--- src/hw/rtl/ibmf_pkg.sv ---
// ----------------------------------------------------------------------------
// IoU best-match finder package
// Widths, codes, shared types and the span helper used by the finder.
// ----------------------------------------------------------------------------
package ibmf_pkg;

  localparam int MAX_BOXES    = 64;
  localparam int COORD_BITS   = 14;
  localparam int IDX_W        = $clog2(MAX_BOXES);
  localparam int SLOT_W       = 6;
  localparam int CNT_W        = 7;
  localparam int THR_W        = 17;
  localparam int OUT_W        = 7;
  localparam int CFG_IDX_W    = 1;
  localparam int CFG_DATA_W   = 17;
  localparam int SPAN_W       = COORD_BITS + 1;
  localparam int AREA_W       = 2 * COORD_BITS + 1;
  localparam int UNI_W        = AREA_W + 1;
  localparam int PROD_W       = AREA_W + UNI_W;
  localparam int THR_PROD_W   = THR_W + UNI_W;
  localparam int FRAC_BITS    = 16;
  localparam int DRAIN_CYCLES = 5;
  localparam int DRAIN_W      = 3;

  localparam logic [THR_W-1:0]        THR_RESET = THR_W'(19661);
  localparam logic signed [OUT_W-1:0] NO_MATCH  = {OUT_W{1'b1}};

  localparam logic OP_WRITE = 1'b0;
  localparam logic OP_QUERY = 1'b1;

  localparam logic [CFG_IDX_W-1:0] REG_PREV_COUNT   = 1'b0;
  localparam logic [CFG_IDX_W-1:0] REG_MATCH_THRESH = 1'b1;

  typedef logic signed [COORD_BITS-1:0] coord_t;

  typedef struct packed {
    coord_t left;
    coord_t top;
    coord_t right;
    coord_t bottom;
  } box_t;

  typedef struct packed {
    logic             start;
    logic             ent_vld;
    logic [IDX_W-1:0] ent_idx;
  } iou_ctrl_t;

  typedef struct packed {
    logic             no_match;
    logic [IDX_W-1:0] best_idx;
  } iou_stat_t;

  // inclusive extent, zero when inverted
  function automatic logic [SPAN_W-1:0] span(input coord_t lo, input coord_t hi);
    logic [SPAN_W:0] d;
    d = {{2{hi[COORD_BITS-1]}}, hi} - {{2{lo[COORD_BITS-1]}}, lo} + (SPAN_W+1)'(1);
    if (d[SPAN_W]) begin
      return '0;
    end
    return d[SPAN_W-1:0];
  endfunction

endpackage

--- src/hw/rtl/ibmf_cell.sv ---
// ----------------------------------------------------------------------------
// IoU finder table cell
// Holds one stored box; loads on a write, takes its neighbour's box on a shift.
// ----------------------------------------------------------------------------
module ibmf_cell (
  input  logic           clk,
  input  logic           shift,
  input  logic           wr_en,
  input  ibmf_pkg::box_t wr_box,
  input  ibmf_pkg::box_t nbr_box,
  output ibmf_pkg::box_t box
);

  ibmf_pkg::box_t box_r;

  always_ff @(posedge clk) begin
    priority if (wr_en) begin
      box_r <= wr_box;
    end else if (shift) begin
      box_r <= nbr_box;
    end else begin
      box_r <= box_r;
    end
  end

  assign box = box_r;

endmodule

--- src/hw/rtl/ibmf_ring.sv ---
// ----------------------------------------------------------------------------
// IoU finder box ring
// Circular chain of cells. A full turn of MAX_BOXES shifts brings every box
// back to its own slot; cell 0 feeds the overlap unit.
// ----------------------------------------------------------------------------
module ibmf_ring (
  input  logic                       clk,
  input  logic                       shift,
  input  logic                       wr_en,
  input  logic [ibmf_pkg::IDX_W-1:0] wr_slot,
  input  ibmf_pkg::box_t             wr_box,
  output ibmf_pkg::box_t             head
);

  ibmf_pkg::box_t cell_box [ibmf_pkg::MAX_BOXES];

  for (genvar k = 0; k < ibmf_pkg::MAX_BOXES; k++) begin : g_cell
    ibmf_cell u_cell (
      .clk     (clk),
      .shift   (shift),
      .wr_en   (wr_en && (wr_slot == ibmf_pkg::IDX_W'(k))),
      .wr_box  (wr_box),
      .nbr_box (cell_box[(k + 1) % ibmf_pkg::MAX_BOXES]),
      .box     (cell_box[k])
    );
  end

  assign head = cell_box[0];

endmodule

--- config.mk ---
export PLATFORM = sky130hd
export DESIGN_NAME = ibmf_ring
export DESIGN_NICKNAME = d
export VERILOG_FILES = /design/src/hw/rtl/ibmf_pkg.sv /design/src/hw/rtl/ibmf_cell.sv /design/src/hw/rtl/ibmf_ring.sv
export SDC_FILE = /design/constraint.sdc
export NUM_CORES = 2
export LEC_CHECK = 0
export BUFFER_PORTS_ARGS = -buffer_cell sky130_fd_sc_hd__buf_2
export CAP_MARGIN = 20
export CORE_MARGIN = 2
export CORE_UTILIZATION = 60
export DETAILED_ROUTE_END_ITERATION = 7
export PLACE_DENSITY = 0.85
export SLEW_MARGIN = 30
export SYNTH_ARGS = -nofsm -noshare
export SYNTH_HDL_FRONTEND = slang
export SYNTH_SLANG_ARGS = --single-unit
export TNS_END_PERCENT = 20
--- constraint.sdc ---
create_clock -name clk -period 5.05 [get_ports clk]
set_input_delay 0.2525 -clock clk [delete_from_list [all_inputs] [get_ports clk]]
set_output_delay 0.2525 -clock clk [all_outputs]
set_load 0.05 [all_outputs]
Word level (Yosys, flattened, before mapping)
Cells that the tools add are included.

word-level totals
  bits in registers = 3584
  input bits = 65
  output and inout port bits = 56

operators by class
  equal/unequal tests = 63
  mux-type cells = 128
  reductions and logical operators = 129

operators by type and width
  kind                number
  $mux 56             128
  $eq 6x6->1 const B  32
  $reduce_bool 2->1   64
  $eq 6x5->1 const B  16
  $logic_and 1x1->1   64
  $eq 6x4->1 const B  8
  $eq 6x3->1 const B  4
  $eq 6x2->1 const B  2
  $eq 6x1->1 const B  1
  $logic_not 6->1     1

Longest topological paths before layout
  depth in word-level cells = 3
  mapped depth = 6
  depth with buffers taken out = 3

By module
A second synthesis with hierarchy kept.

unflattened totals
  cells, all modules = 7709
  area, all modules = 159341.6 µm²

by module, submodules not included
  module     instances  cells an instance  area each (µm²)  sequential area each (µm²)
  ibmf_cell  64         119                2482.4           1681.6
  ibmf_ring  1          93                 469.2            0.0

Worst setup path before layout
No wires, ideal clock.

  kind = input to register
  start point = in wr_slot[5] (netlist name)
  end point = reg g_cell[18].u_cell.box_r (netlist bit g_cell[18].u_cell.box[0]) (enable)
  arrival time = 2.524 ns
  data required time = 4.627 ns
  path slack = 2.103 ns
  cell stages on the path = 6
  path through = and3b_1 clkbuf_1 nand2_1 buf_2 buf_2 nand2b_1

on the way
  cells in the longest elaborated chain, start to end = 3

RTL lines
  what                                RTL line         source
  from (decl)                         ibmf_ring.sv:10  input logic [ibmf_pkg::IDX_W-1:0] wr_slot,
  $eq 6x5->1                          ibmf_ring.sv:21  .wr_en (wr_en && (wr_slot == ibmf_pkg::IDX_W'(k))),
  $logic_and 1x1->1                   ibmf_ring.sv:21
  $reduce_bool 2->1 (no source line)  -
  to (signal assigned)                ibmf_cell.sv:18  box_r <= wr_box;
  to (signal assigned)                ibmf_cell.sv:20  box_r <= nbr_box;
  to (signal assigned)                ibmf_cell.sv:22  box_r <= box_r;
  to (decl)                           ibmf_cell.sv:14  ibmf_pkg::box_t box_r;

No other way between the ends.
A chain may end at the register's enable or synchronous reset.

Worst setup path in the final report
  start point = in wr_slot[2] (netlist name)
  end point = reg g_cell[20].u_cell.box_r (netlist bit g_cell[20].u_cell.box[41]) (enable)

on the way
  cells in the longest elaborated chain, start to end = 3

RTL lines
  what                                RTL line
  $eq 6x5->1                          ibmf_ring.sv:21
  $logic_and 1x1->1                   ibmf_ring.sv:21
  $reduce_bool 2->1 (no source line)  -
  to (signal assigned)                ibmf_cell.sv:18
  to (signal assigned)                ibmf_cell.sv:20
  to (signal assigned)                ibmf_cell.sv:22
  to (decl)                           ibmf_cell.sv:14

No other way between the ends.

==> run summary <==
================================================================================
Highest clock rate                                                       379 MHz
Root buf cell                                                       sky130_fd_sc_hd__clkbuf_16
Sequential-to-total area share from yosys stat                             70.3%
Dominant cell type by count on the critical path                    sky130_fd_sc_hd__buf_4
Met3 demand-to-capacity share in global routing                            7.71%
Worst path arrival time                                                  3.20 ns
Largest delay contributor family on the critical path               simple AND/OR/NAND/NOR gates
Met1 Usage GRT                                                             34.0%
Worst hold path type                                                   in -> reg
Final estimated routing congestion in global placement                     0.877
Clock transition at path regs                                            0.06 ns
Vias in the first global route                                             75732
Synth Cell Area                                                       153000 µm²
Vias per cell                                                               6.33
Top flip-flop cell by instance count after synthesis                sky130_fd_sc_hd__edfxtp_1
Fin crit share                                                             52.3%
HPWL after DPL                                                            198 mm
Standard cell with the maximum stage delay on the critical path     sky130_fd_sc_hd__nor4b_4
Clock sink count                                                            3584
Fin. max-slew vios                                                             0
Ys Warns                                                                       0
Library cell with the largest summed area after synthesis           sky130_fd_sc_hd__edfxtp_1
Critical path type                                                     in -> reg
Number of clock buffers inserted by TritonCTS                                359
VDD IR max                                                            0.000394 V
Post-route minimum period                                                2.64 ns
Clock latency on the worst-skew pair                                     0.95 ns
Number of maximum-capacitance constraint violations                            0
Initial DRT Pass Iterations                                                    5
Antenna Violating Nets Remaining                                               0
Final setup fails                                                              0
Via count of the routed design                                             73617
Largest net degree at the start of global routing                             65
GR peak layer                                                               met2
Largest cells by area after synthesis                               sky130_fd_sc_hd__edfxtp_1 70%, sky130_fd_sc_hd__mux2_2 26%, sky130_fd_sc_hd__clkbuf_1 0.94%
Final hold violation count                                                     0
Critical path startpoint category                                      input pin
Core box area                                                         254000 µm²
Post-placement cell area                                              156000 µm²
Instance count of the mapped netlist                                        8167
Share of async-settable or async-resettable flops after synthesis             0%
Total power density per cell area                                     388 nW/µm²
Number of synthesized flops with an enable pin                              3584
Req. time, crit path                                                     5.61 ns
Std cell rows                                                                185
Number of antenna violations at the first check in global routing             37
Horizontal extent of the die                                              509 µm
Clk_skew                                                               0.0845 ns
Buffers added on ports                                                       120
Count of nets after finishing                                               8054
Worst slew margin                                                          30.4%
Global routing met2 resource utilization                                   40.4%
Gr ovfl total                                                                  0
Register bit total from synthesis                                           3584
Crit. End Element                                                      flip-flop
Die height                                                                509 µm
DRC violations left                                                            0
Distinct cells, synth                                                         25
Number of flip-flops in the largest register                                3584
Final Cell Area                                                       167000 µm²
Global-route wire length before repair                                    494 mm
Top post-synthesis cells by count                                   3584 x sky130_fd_sc_hd__edfxtp_1, 3541 x sky130_fd_sc_hd__mux2_2, 382 x sky130_fd_sc_hd__clkbuf_1
Worst-path fanout max                                                         57
Aggregate routed wire length                                              334 mm
Combined global-route utilization of all metal layers                      25.5%
Most used standard cell by instance count after synthesis           sky130_fd_sc_hd__edfxtp_1
Syn avg cell area                                                       18.8 µm²
Die outline area                                                      259000 µm²
Largest stage delay on the critical path                                 0.84 ns
Final total negative setup slack                                            0 ns
Synthesized netlist net count                                               8232
Area fraction of the dominant cell type after synthesis                    70.3%
Fraction of final layout cells with drive strength greater than 1          54.3%
Initial standard-cell utilization of the core                              60.3%
Result of the run                                                   finished, final reports clean
Layout overhead on the synthesized area                                    8.96%
Max Root-Sink Buffers                                                          4
Unrepaired setup endpoints after global routing                               no
Buf+Inv Stages, Crit Path                                                      3
Cell-by-cell listing of the critical path                           buf_2, nor4b_4, nand2_2, buf_4, nand2b_2, buf_4
Count of H-tree levels built during CTS                                        5
DRC violation total after the first TritonRoute iteration                   8626
Clock tree from TritonCTS                                                   done
Count of boundary I/O pins                                                   121
Lkg Pwr                                                                0.0570 µW
Routed len/inst                                                          28.7 µm
Transition time at the pin with the least slew margin                    1.04 ns
================================================================================
==> timing repair <==
item,in CTS,in global routing
buffers inserted,0,0
hold buffers,3,0
hold endpoints to repair,26,0
resized for setup,0,0
==> cell families after synthesis <==
group	Yosys count	synth area share (%)
multiplexers	3584	26.4
flip-flops	3584	70.3
buffers and inverters	847	2.77
AND/OR/NAND/NOR	152	0.604
==> area by class of cell <==
class                           instances  area, µm²
Tap cell                             3366       4210
Fill cell                           14999      87100
Antenna cell                            9       22.5
Clock inverter                        212       1890
Clock buffer                          411       9240
Multi-Input combinational cell       3736      41800
Sequential cell                      3584     108000
Timing Repair Buffer                  308       2100
==> report_power, final <==
part	internal (µW)	total, µW	switching (µW)
registers	34900	35500	663
clock network	14700	25800	11100
logic	1390	3500	2110
==> cell usage in the layout (no fill, tap or decap) <==
cell type                       instances
sky130_fd_sc_hd__clkinv_2              65
sky130_fd_sc_hd__nor3b_4                1
sky130_fd_sc_hd__buf_4                191
sky130_fd_sc_hd__nand2_2               43
sky130_fd_sc_hd__clkinv_8               3
sky130_fd_sc_hd__diode_2                9
sky130_fd_sc_hd__or2_4                  7
sky130_fd_sc_hd__nand2b_4              16
sky130_fd_sc_hd__nand2b_2              28
sky130_fd_sc_hd__nand3_1                1
sky130_fd_sc_hd__edfxtp_1            3584
sky130_fd_sc_hd__mux2_2              3541
sky130_fd_sc_hd__clkinvlp_4            16
sky130_fd_sc_hd__or3b_2                 1
sky130_fd_sc_hd__nor4_4                 1
sky130_fd_sc_hd__nand3b_1               2
sky130_fd_sc_hd__nand2_4                1
sky130_fd_sc_hd__buf_6                  5
sky130_fd_sc_hd__and4bb_1               2
sky130_fd_sc_hd__nand4b_1               4
sky130_fd_sc_hd__clkinv_4               4
sky130_fd_sc_hd__nand4_1                1
sky130_fd_sc_hd__nor4b_4                4
sky130_fd_sc_hd__bufinv_16             32
sky130_fd_sc_hd__clkbuf_1              49
sky130_fd_sc_hd__dlygate4sd3_1          3
sky130_fd_sc_hd__clkbuf_16            362
sky130_fd_sc_hd__or2_2                 13
sky130_fd_sc_hd__buf_12                 2
sky130_fd_sc_hd__and3b_1                2
sky130_fd_sc_hd__clkinv_1              81
sky130_fd_sc_hd__mux2_1                43
sky130_fd_sc_hd__nor2_4                20
sky130_fd_sc_hd__buf_2                107
sky130_fd_sc_hd__inv_6                 11
sky130_fd_sc_hd__and3_1                 1
sky130_fd_sc_hd__and4bb_2               4
==> metal layers <==
layer	share of wire (%)	routed length, µm
met1	38	128000
met2	48	159000
met3	11	36300
met4	3.3	11000
met5	0.024	80
==> through the flow <==
step | total power (µW) | cells | util [%] | setup slack (ns) | hold WS [ns]
6_report | 64800 | 11626 | 65.7 | 2.41 | 0.0429
5_1_grt | 66400 | 11619 | 65.7 | 2.37 | 0.0342
4_1_cts | 64900 | 11616 | 65.7 | 2.49 | 0.0170
3_5_place_dp | 39500 | 10990 | 61.3 | 1.52 | 0.519
3_3_place_gp | 39400 | 10989 | 61.2 | 1.44 | 0.512
2_1_floorplan | 38200 | 8167 | - | 2.10 | 0.508
==> path summary, 6_finish.rpt <==
kind,cells after the start,start,slack (ns),end
hold reg to reg,1,g_cell[38].u_cell.box[47]$_DFFE_PP_,0.46,g_cell[37].u_cell.box[47]$_DFFE_PP_
setup reg to reg,1,g_cell[0].u_cell.box[51]$_DFFE_PP_,3.69,g_cell[63].u_cell.box[51]$_DFFE_PP_
setup / recovery,6,wr_slot[2],2.41,g_cell[20].u_cell.box[41]$_DFFE_PP_
hold / removal,2,wr_box[2],0.04,g_cell[28].u_cell.box[2]$_DFFE_PP_
Power figures use the tool's default switching activity.
